==> src/design/tcsf_pkg.sv <==
// shared types, constants and helpers for the thruster command block
`timescale 1ns / 1ps

package tcsf_pkg;

   localparam int FRAME_DEPTH_DEFAULT = 10;
   localparam int QUEUE_DEPTH = 2;

   // item kinds
   localparam logic [1:0] MODE_BYTE = 2'd0;
   localparam logic [1:0] MODE_IDLE = 2'd1;
   localparam logic [1:0] MODE_TICK = 2'd2;

   // register indexes
   localparam logic [2:0] REG_SLEW_STEP     = 3'd0;
   localparam logic [2:0] REG_LINK_TIMEOUT  = 3'd1;
   localparam logic [2:0] REG_FRAME_HEADER  = 3'd2;
   localparam logic [2:0] REG_SERVO_OPEN    = 3'd3;
   localparam logic [2:0] REG_SERVO_CLOSE   = 3'd4;

   localparam logic [10:0] WIDTH_MAX     = 11'd1900;
   localparam logic [10:0] WIDTH_MIN     = 11'd1100;
   localparam logic [10:0] WIDTH_NEUTRAL = 11'd1500;
   localparam logic [11:0] MIRROR_SUM    = 12'd3000;
   localparam logic [7:0]  CMD_NEUTRAL   = 8'd100;
   localparam logic [7:0]  CMD_CLAMP     = 8'd200;

   localparam logic [7:0]  SLEW_STEP_RESET    = 8'd10;
   localparam logic [7:0]  LINK_TIMEOUT_RESET = 8'd100;
   localparam logic [7:0]  FRAME_HEADER_RESET = 8'd175;
   localparam logic [11:0] SERVO_OPEN_RESET   = 12'd1200;
   localparam logic [11:0] SERVO_CLOSE_RESET  = 12'd2200;

   typedef struct packed {
      logic [1:0] mode;
      logic [7:0] rx_byte;
   } req_type;

   typedef struct packed {
      logic [10:0] thruster_a_width;
      logic [10:0] thruster_b_width;
      logic [10:0] thruster_c_width;
      logic [10:0] thruster_d_width;
      logic [11:0] servo_width;
      logic        link_lost;
   } rsp_type;

   typedef struct packed {
      logic [7:0]  slew_step;
      logic [7:0]  link_timeout_ticks;
      logic [7:0]  frame_header;
      logic [11:0] servo_open_width;
      logic [11:0] servo_close_width;
   } cfg_type;

   // one control tick handed from front to back
   typedef struct packed {
      logic [3:0][10:0] target;
      logic             grip_open;
      logic             lost;
   } job_type;

   // 1900 - 4c, clamped to 1100..1900 (never above for unsigned c)
   function automatic logic [10:0] target_width(input logic [7:0] c);
      logic [10:0] w;
      if (c > CMD_CLAMP) begin
         w = WIDTH_MIN;
      end else begin
         w = WIDTH_MAX - {1'b0, c, 2'b00};
      end
      return w;
   endfunction

endpackage

==> src/design/tcsf_fifo.sv <==
// small first-in first-out queue of words
`timescale 1ns / 1ps

module tcsf_fifo #(
   parameter int DEPTH = 2,
   parameter int WIDTH = 8
) (
   input  logic             clock,
   input  logic             reset,
   input  logic             push,
   input  logic [WIDTH-1:0] data_in,
   output logic             full,
   input  logic             pop,
   output logic [WIDTH-1:0] data_out,
   output logic             empty
);

   localparam int PTR_W = (DEPTH > 1) ? $clog2(DEPTH) : 1;
   localparam int CNT_W = $clog2(DEPTH + 1);

   logic [WIDTH-1:0] mem_ff [DEPTH];
   logic [PTR_W-1:0] wr_ptr_ff, wr_ptr_in;
   logic [PTR_W-1:0] rd_ptr_ff, rd_ptr_in;
   logic [CNT_W-1:0] count_ff, count_in;
   logic             do_push, do_pop;

   assign full     = (count_ff == CNT_W'(DEPTH));
   assign empty    = (count_ff == '0);
   assign do_push  = push & ~full;
   assign do_pop   = pop & ~empty;
   assign data_out = mem_ff[rd_ptr_ff];

   always_comb begin
      wr_ptr_in = wr_ptr_ff;
      rd_ptr_in = rd_ptr_ff;
      count_in  = count_ff;
      if (do_push) begin
         wr_ptr_in = (wr_ptr_ff == PTR_W'(DEPTH - 1)) ? '0 : wr_ptr_ff + 1'b1;
      end
      if (do_pop) begin
         rd_ptr_in = (rd_ptr_ff == PTR_W'(DEPTH - 1)) ? '0 : rd_ptr_ff + 1'b1;
      end
      if (do_push && !do_pop) begin
         count_in = count_ff + 1'b1;
      end else if (do_pop && !do_push) begin
         count_in = count_ff - 1'b1;
      end
   end

   always_ff @(posedge clock) begin
      if (reset) begin
         wr_ptr_ff <= '0;
         rd_ptr_ff <= '0;
         count_ff  <= '0;
      end else begin
         wr_ptr_ff <= wr_ptr_in;
         rd_ptr_ff <= rd_ptr_in;
         count_ff  <= count_in;
      end
   end

   always_ff @(posedge clock) begin
      if (do_push) begin
         mem_ff[wr_ptr_ff] <= data_in;
      end
   end

endmodule

==> src/design/tcsf_front.sv <==
// front end: frame collection, command decode and link-loss counting
`timescale 1ns / 1ps

module tcsf_front #(
   parameter int FRAME_DEPTH = 10
) (
   input  logic              clock,
   input  logic              reset,
   input  tcsf_pkg::cfg_type cfg,
   input  logic              req_push,
   input  tcsf_pkg::req_type req_data,
   output logic              req_full,
   input  logic              job_full,
   output logic              job_push,
   output tcsf_pkg::job_type job_data
);
   import tcsf_pkg::*;

   localparam int CNT_W = $clog2(FRAME_DEPTH + 1);

   logic [7:0]       buf_ff [FRAME_DEPTH];
   logic [7:0]       buf_in [FRAME_DEPTH];
   logic [CNT_W-1:0] count_ff, count_in;
   logic [7:0]       cmd_ff [4];
   logic [7:0]       cmd_in [4];
   logic             grip_ff, grip_in;
   logic [7:0]       silence_ff, silence_in;
   logic [8:0]       silence_inc;
   logic             accept;
   logic             lost;

   assign req_full    = job_full;
   assign accept      = req_push & ~job_full;
   assign silence_inc = {1'b0, silence_ff} + 9'd1;

   always_comb begin
      buf_in     = buf_ff;
      count_in   = count_ff;
      cmd_in     = cmd_ff;
      grip_in    = grip_ff;
      silence_in = silence_ff;
      lost       = 1'b0;
      job_push   = 1'b0;
      if (accept) begin
         case (req_data.mode)
            MODE_BYTE: begin
               // bytes past the buffer depth are dropped
               if (count_ff < CNT_W'(FRAME_DEPTH)) begin
                  for (int k = 0; k < FRAME_DEPTH; k++) begin
                     if (count_ff == CNT_W'(k)) begin
                        buf_in[k] = req_data.rx_byte;
                     end
                  end
                  count_in = count_ff + 1'b1;
               end
            end
            MODE_IDLE: begin
               if (buf_ff[0] == cfg.frame_header) begin
                  for (int k = 0; k < 4; k++) begin
                     cmd_in[k] = buf_ff[k + 1];
                  end
                  grip_in = (buf_ff[7] != 8'd0);
               end
               count_in   = '0;
               silence_in = 8'd0;
            end
            MODE_TICK: begin
               job_push = 1'b1;
               if (silence_inc > {1'b0, cfg.link_timeout_ticks}) begin
                  lost = 1'b1;
                  for (int k = 0; k < 4; k++) begin
                     cmd_in[k] = CMD_NEUTRAL;
                  end
                  grip_in    = 1'b0;
                  silence_in = cfg.link_timeout_ticks;
               end else begin
                  silence_in = silence_inc[7:0];
               end
            end
            default: begin
            end
         endcase
      end
   end

   always_comb begin
      for (int k = 0; k < 4; k++) begin
         job_data.target[k] = target_width(cmd_in[k]);
      end
      job_data.grip_open = grip_in;
      job_data.lost      = lost;
   end

   always_ff @(posedge clock) begin
      if (reset) begin
         for (int k = 0; k < FRAME_DEPTH; k++) begin
            buf_ff[k] <= 8'd0;
         end
         for (int k = 0; k < 4; k++) begin
            cmd_ff[k] <= CMD_NEUTRAL;
         end
         count_ff   <= '0;
         grip_ff    <= 1'b0;
         silence_ff <= 8'd0;
      end else begin
         buf_ff     <= buf_in;
         cmd_ff     <= cmd_in;
         count_ff   <= count_in;
         grip_ff    <= grip_in;
         silence_ff <= silence_in;
      end
   end

endmodule

==> src/design/tcsf_back.sv <==
// back end: per-tick slew limiting of the four thrusters and result build
`timescale 1ns / 1ps

module tcsf_back (
   input  logic              clock,
   input  logic              reset,
   input  tcsf_pkg::cfg_type cfg,
   input  logic              job_empty,
   input  tcsf_pkg::job_type job_data,
   output logic              job_pop,
   input  logic              rsp_full,
   output logic              rsp_push,
   output tcsf_pkg::rsp_type rsp_data
);
   import tcsf_pkg::*;

   logic [10:0] width_ff [4];
   logic [10:0] width_in [4];
   logic [10:0] slewed [4];
   logic [10:0] diff [4];
   logic        rising [4];
   logic        go;

   assign go       = ~job_empty & ~rsp_full;
   assign job_pop  = go;
   assign rsp_push = go;

   always_comb begin
      for (int k = 0; k < 4; k++) begin
         rising[k] = job_data.target[k] > width_ff[k];
         diff[k]   = rising[k] ? job_data.target[k] - width_ff[k]
                               : width_ff[k] - job_data.target[k];
         if (diff[k] > {3'b000, cfg.slew_step}) begin
            slewed[k] = rising[k] ? width_ff[k] + {3'b000, cfg.slew_step}
                                  : width_ff[k] - {3'b000, cfg.slew_step};
         end else begin
            slewed[k] = job_data.target[k];
         end
         width_in[k] = go ? slewed[k] : width_ff[k];
      end
   end

   always_comb begin
      rsp_data.thruster_a_width = slewed[0];
      rsp_data.thruster_b_width = slewed[1];
      // channel four drives the mirrored vertical thruster
      rsp_data.thruster_c_width = 11'(MIRROR_SUM - {1'b0, slewed[3]});
      rsp_data.thruster_d_width = slewed[2];
      rsp_data.servo_width      = job_data.grip_open ? cfg.servo_open_width
                                                     : cfg.servo_close_width;
      rsp_data.link_lost        = job_data.lost;
   end

   always_ff @(posedge clock) begin
      if (reset) begin
         for (int k = 0; k < 4; k++) begin
            width_ff[k] <= WIDTH_NEUTRAL;
         end
      end else begin
         width_ff <= width_in;
      end
   end

endmodule

==> src/design/thruster_command_slew_failsafe.sv <==
// top level: thruster command receiver with slew limiting and link-loss failsafe
`timescale 1ns / 1ps

// Takes one word per clock on the request side while full is low: a received
// byte, a line-idle event that ends a frame, or a control tick. Only a control
// tick produces a result word, carrying the four slewed thruster widths, the
// gripper servo width and the link-lost flag. The front end updates the frame
// buffer, command bytes and link-loss counter in the cycle a word is accepted;
// a tick then passes through a two-entry job queue to the slew stage, which
// writes a two-entry result queue that drives the result ports and waits while
// that queue is full. full rises only when the job queue is full, i.e. when
// results are not being popped. Registers may be written only while the block
// is idle.

module thruster_command_slew_failsafe #(
   parameter int FRAME_DEPTH = tcsf_pkg::FRAME_DEPTH_DEFAULT
) (
   input  logic              clock,
   input  logic              reset,
   input  logic              push,
   input  tcsf_pkg::req_type req_data,
   output logic              full,
   output logic              empty,
   input  logic              pop,
   output tcsf_pkg::rsp_type rsp_data,
   input  logic              csr_we,
   input  logic [2:0]        csr_index,
   input  logic [11:0]       csr_wdata
);
   import tcsf_pkg::*;

   cfg_type cfg_ff, cfg_in;
   logic    job_push, job_full, job_pop, job_empty;
   job_type job_in, job_out;
   logic    rsp_push, rsp_full;
   rsp_type rsp_in;

   always_comb begin
      cfg_in = cfg_ff;
      if (csr_we) begin
         unique case (csr_index)
            REG_SLEW_STEP:    cfg_in.slew_step          = csr_wdata[7:0];
            REG_LINK_TIMEOUT: cfg_in.link_timeout_ticks = csr_wdata[7:0];
            REG_FRAME_HEADER: cfg_in.frame_header       = csr_wdata[7:0];
            REG_SERVO_OPEN:   cfg_in.servo_open_width   = csr_wdata;
            REG_SERVO_CLOSE:  cfg_in.servo_close_width  = csr_wdata;
            default: begin
            end
         endcase
      end
   end

   always_ff @(posedge clock) begin
      if (reset) begin
         cfg_ff.slew_step          <= SLEW_STEP_RESET;
         cfg_ff.link_timeout_ticks <= LINK_TIMEOUT_RESET;
         cfg_ff.frame_header       <= FRAME_HEADER_RESET;
         cfg_ff.servo_open_width   <= SERVO_OPEN_RESET;
         cfg_ff.servo_close_width  <= SERVO_CLOSE_RESET;
      end else begin
         cfg_ff <= cfg_in;
      end
   end

   tcsf_front #(
      .FRAME_DEPTH (FRAME_DEPTH)
   ) u_front (
      .clock    (clock),
      .reset    (reset),
      .cfg      (cfg_ff),
      .req_push (push),
      .req_data (req_data),
      .req_full (full),
      .job_full (job_full),
      .job_push (job_push),
      .job_data (job_in)
   );

   tcsf_fifo #(
      .DEPTH (QUEUE_DEPTH),
      .WIDTH ($bits(job_type))
   ) u_job_queue (
      .clock    (clock),
      .reset    (reset),
      .push     (job_push),
      .data_in  (job_in),
      .full     (job_full),
      .pop      (job_pop),
      .data_out (job_out),
      .empty    (job_empty)
   );

   tcsf_back u_back (
      .clock     (clock),
      .reset     (reset),
      .cfg       (cfg_ff),
      .job_empty (job_empty),
      .job_data  (job_out),
      .job_pop   (job_pop),
      .rsp_full  (rsp_full),
      .rsp_push  (rsp_push),
      .rsp_data  (rsp_in)
   );

   tcsf_fifo #(
      .DEPTH (QUEUE_DEPTH),
      .WIDTH ($bits(rsp_type))
   ) u_rsp_queue (
      .clock    (clock),
      .reset    (reset),
      .push     (rsp_push),
      .data_in  (rsp_in),
      .full     (rsp_full),
      .pop      (pop),
      .data_out (rsp_data),
      .empty    (empty)
   );

endmodule
==> config.mk <==
export PLATFORM = sky130hd
export DESIGN_NAME = thruster_command_slew_failsafe
export DESIGN_NICKNAME = d
export VERILOG_FILES = /design/src/design/tcsf_pkg.sv /design/src/design/tcsf_fifo.sv /design/src/design/tcsf_front.sv /design/src/design/tcsf_back.sv /design/src/design/thruster_command_slew_failsafe.sv
export SDC_FILE = /design/constraint.sdc
export NUM_CORES = 1
export LEC_CHECK = 0
export ABC_AREA = 1
export BUFFER_PORTS_ARGS = -buffer_cell sky130_fd_sc_hd__buf_2
export CAP_MARGIN = 30
export CORE_ASPECT_RATIO = 1.5
export CORE_MARGIN = 4
export CORE_UTILIZATION = 30
export DETAILED_ROUTE_END_ITERATION = 16
export GPL_ROUTABILITY_DRIVEN = 0
export HOLD_SLACK_MARGIN = 0.08
export SYNTH_ARGS = -nofsm -noshare
export SYNTH_HDL_FRONTEND = slang
export SYNTH_SLANG_ARGS = --single-unit
==> constraint.sdc <==
create_clock -name clock -period 13.5 [get_ports clock]
set_input_delay 2.7 -clock clock [delete_from_list [all_inputs] [get_ports clock]]
set_output_delay 2.7 -clock clock [all_outputs]
set_load 0.05 [all_outputs]
* Yosys cells after proc, flatten, opt, wreduce, memory -nomap -nowiden *
Memories as Yosys holds them, arrays and structs flattened. A register that Yosys moved wholly into a read port is not among the register bits.
Index checks and enable logic that the tools add are counted.
W data, S select, Z words.

operators by class
  $add $sub $neg = 31
  magnitude comparators = 14
  eq/ne operators = 15
  mux-type cells = 50
  bitwise logic cells = 10
  reductions and logical operators = 31

operators with widths
  operator                  count
  $mux W11                  16
  $mux W32                  3
  $sub A11 B11 Y11          8
  $pmux W32 S2              1
  $add A11 B8 Y11           4
  $gt A11 B11 Y1            4
  $gt A11 B8 Y1             4
  $sub A11 B10 Y11 const A  4
  $sub A11 B8 Y11           4
  $gt A8 B8 Y1 const B      4
  $reduce_and A4 Y1         6
  $mux W1                   20
  $pmux W8 S2               1
  $mux W12                  1
  $reduce_and A2 Y1         6
  $sub A10 B11 Y11 const A  1
  $add A8 B1 Y9 const B     1
  $gt A9 B8 Y1              1
  $eq A4 B2 Y1 const B      2
  $eq A4 B3 Y1 const B      2
  $eq A8 B8 Y1              1
  $mux W2                   4
  $mux W8                   1
  $pmux W4 S2               1
  24 further kinds          51

storage, ports and cells
  flip-flop bits (word level) = 193
  RAM bits = 206
  output and inout bits = 59
  logic and storage cells = 181
  memories kept = 2

memory list
  memory              depth  bits a word  read ports  clocked after memory_dff  wr ports  line             source
  u_rsp_queue.mem_ff  2      57           1           1                         1         tcsf_fifo.sv:21  logic [WIDTH-1:0] mem_ff [DEPTH];
  u_job_queue.mem_ff  2      46           1           1                         1         tcsf_fifo.sv:21

* Longest topological paths before layout *
  depth after elaboration = 9
  gate-level depth with buffers = 38
  mapped depth without buffers = 35

* By module *
A second synthesis with hierarchy kept.

unflattened totals
  cells, all modules = 3159
  area, all modules = 26247.7 µm²

modules (own cells, without submodules)
  module                          times used  cells an instance  area an instance (µm²)
  tcsf_back                       1           1618               10075.9
  tcsf_front                      1           878                6058.3
  tcsf_fifo at u_rsp_queue        1           214                4479.3
  tcsf_fifo at u_job_queue        1           180                3768.6
  thruster_command_slew_failsafe  1           269                1865.5

* Worst setup path after synthesis *
Ideal clock, no wire load.

  path type = in2reg
  start = input req_data[8] in the netlist's numbering
  end = memory u_job_queue.mem_ff[0][0] in the netlist's numbering, enable pin
  arrival = 4.725 ns
  required time = 13.067 ns
  setup slack = 8.342 ns
  stages on the path = 4
  buffers on the path = 0
  path through = inv_1 -> ha_1 -> nand2_1 -> nor2_1

on the way
  cells in the longest elaborated chain, start to end = 6

ends and longest elaborated chain
  element                        line                                  source
  start, declared                thruster_command_slew_failsafe.sv:21  input tcsf_pkg::req_type req_data,
  $eq A2 B2 Y1                   tcsf_front.sv:45                      case (req_data.mode)
  $mux W1                        tcsf_front.sv:45
  $mux W1                        tcsf_front.sv:44                      if (accept) begin
  $and A1 B1 Y1                  tcsf_fifo.sv:29                       assign do_push = push & ~full;
  $mux W1                        tcsf_fifo.sv:63                       if (do_push) begin
  $mux W1 (implied by the code)  tcsf_fifo.sv:64                       mem_ff[wr_ptr_ff] <= data_in;
  end, declared                  tcsf_fifo.sv:21

Every way passes these cells.

==> out/results.ini <==
[yosys]
yosysUniqueCellTypes=59
synth_top_family_by_area=simple AND/OR/NAND/NOR gates
syn_inst=2920
synth_most_common_cell=nand2_1
yosys.area.top_type=edfxtp_1
ys_warn_count=0
synth-edff-count=190
synth_compound_area_frac=0.137
synth_seq_area_share=0.408
synth_area_per_cell_um2=8.06
synthMuxAreaShare=0.0309
synth_top_area_frac=0.243
ys_ff_latch=385
synth_common_cells=585 x nand2_1, 381 x inv_1, 247 x o21ai_0
synth.area.top_cells=edfxtp_1 24%, dfxtp_1 17%, nand2_1 9.3%, ha_1 8.9%, inv_1 6.1%
yosys.area_share.simple=0.207
synthAdderAreaFrac=0.0962
synth_flop_cell=dfxtp_1
synthXorXnorAreaFrac=0.0354
async_reset_ff_frac=0
syn_area_mm2=0.0235

[cts]
cts_resized=0
cts_tree=yes
cts.sinks=385
cts_buffer_depth=3
numCtsBuffers=38
cts_max_level=2
clk_pin_slew_ns=0.07
cts-root-buf=clkbuf_16
hold_buffers=0
clk_latency_ns=0.58
post_cts_buffers=0

[floorplan]
start_util=0.303
row_count=125
die-area_mm2=0.0831
pin_count=89
die_h_um=351
dieWidth_um=237
core_region_area_mm2=0.0776

[timing]
slew_viol_final=0
finalCritPeriodShare=0.440
hold_viol=0
fin_crit_ns=5.94
setup-violations-final=0
fin_setup_tns_ns=0
slew_headroom=0.365
worst_slew_pin_slew_ns=0.945
rsz0062_at_grt=no
clock.fmax_mhz=168
holdWs_ns=0.456
finClkSkew_ns=0.0182

[setup_path]
end_kind=flop
crit_family=simple AND/OR/NAND/NOR gates
critPathArrivalTime_ns=6.27
cp_num_buf_inv=6
crit_type=reg2reg
cp-start-kind=flop
cp_common_cell=nand2_1
critPathMaxFanout=38
crit_slowest_cell=o21ai_0
required_ns=13.84
max_stage_delay_ns=0.67

[global_route]
grt_remaining_overflow=0
grt_max_degree=91
antenna_found_initial=2
grt_pass1_vias=18767
grt_pass1_wl_mm=100
gr-usage-all-layers=0.148

[drt]
vias_per_cell=4.74
drt_pre_antenna_iters=5
drc=0
drt_iter0_drc=1103
post_drt_wl_per_cell_um=15.8
drtAntennaViolNets=0
via_count=19080
drt_wl_total_mm=63.5

[finish]
drive_above_1_share=0.127
nets=3183
design_area_mm2=0.0264
area_growth_pct=12.0
layoutNonFillerInstCount=4022
diodes=0

[place]
dp_hpwl_mm=47.2
placed_area_mm2=0.0250
placedCellCount=3953
port_buffers=88

[hold_path]
hold_class=reg2reg
worstHoldStart=cfg_ff[13]$_SDFFE_PP0P_

[flow_run]
maxCapViolCount=0

[run_status]
status=finished, final reports clean

==> final cells by class <==
cell class	count	area (µm²)
flip-flops and latches	385	9610
multi-input cells	2046	12000
repair buffers	102	566
fillers	8192	51200
clock inverters	23	353
clock buffers	46	1020
inverters	404	1520
well taps	1016	1270
==> per-stage QoR <==
step	utilization	worst slack [ns]
CTS	0.340	7.60
global route	0.340	7.03
finish	0.340	7.56
floorplan	-	8.34
global placement	0.322	7.68
detailed placement	0.322	7.60
==> placed cells by master, fill, tap and decap left out, types with 13 or more instances in the layout <==
| cell type | instances |
|---|---|
| nand2_1 | 585 |
| inv_1 | 380 |
| o21ai_0 | 247 |
| nor2_1 | 228 |
| a21oi_1 | 212 |
| dfxtp_1 | 194 |
| edfxtp_1 | 190 |
| ha_1 | 168 |
| nand3_1 | 142 |
| buf_2 | 88 |
| xor2_1 | 77 |
| mux2_2 | 61 |
| or2_2 | 49 |
| clkbuf_16 | 39 |
| nand2_2 | 27 |
| o211ai_1 | 21 |
| xnor2_1 | 18 |
| inv_2 | 16 |
| nor3_1 | 16 |
| o21ai_1 | 16 |
| nor2_2 | 15 |
| nand4_1 | 14 |
| o21ai_2 | 13 |
| buf_4 | 13 |
==> routing by layer <==
metal	vias up	wire [µm]	track usage
met5	-	33	0
met4	4	2470	0.0581
met3	140	2480	0.0187
met2	391	32400	0.277
met1	8827	26200	0.171
li1	9718	-	-
==> worst reg2reg max path: cells and delay by family (launching register included) <==
kind                     cells  cell delay (ns)
AND/OR/NAND/NOR             16             2.09
AO/OA/AOI/OAI                4             1.16
adder cells (fa/ha/maj)      3             0.96
buffers and inverters        6             0.89
flip-flops                   1             0.31
XOR/XNOR                     1             0.29
==> final timing paths <==
kind	cells after the start	slack, ns	end
worst max-delay path	30	7.56	u_rsp_queue.mem_ff[1][34]$_DFFE_PP_
worst min-delay path	2	0.46	cfg_ff[13]$_SDFFE_PP0P_
worst max register to register	30	7.56	u_rsp_queue.mem_ff[1][34]$_DFFE_PP_
worst min register to register	2	0.46	cfg_ff[13]$_SDFFE_PP0P_
==> logic make-up (layout without fill, tap and decap cells) <==
group,Yosys count,count (layout)
and+or+nand+nor,1121,1121
AOI/OAI and AO/OA,581,581
buffers and inverters,496,575
DFF,385,385
adders and majority gates,176,176
xor gates and xnor gates,95,95
muxes,65,65
other,1,8
==> flip-flops by register name, summed over array words and instances, names as in the netlist, named ones only <==
name	cells
u_front.buf_ff	48
u_rsp_queue.rd_ptr_ff	1
u_back.width_ff	44
u_front.cmd_ff	32
u_front.silence_ff	8
u_rsp_queue.mem_ff	114
u_rsp_queue.count_ff	2
u_job_queue.mem_ff	76
u_job_queue.count_ff	2
u_rsp_queue.wr_ptr_ff	1
u_front.grip_ff	1
cfg_ff	48
u_job_queue.wr_ptr_ff	1
u_front.count_ff	4
u_job_queue.rd_ptr_ff	1
Power is left out: the tool's default activity adds up to more than one toggle a clock period on the data nets, which glitch-free logic cannot reach.
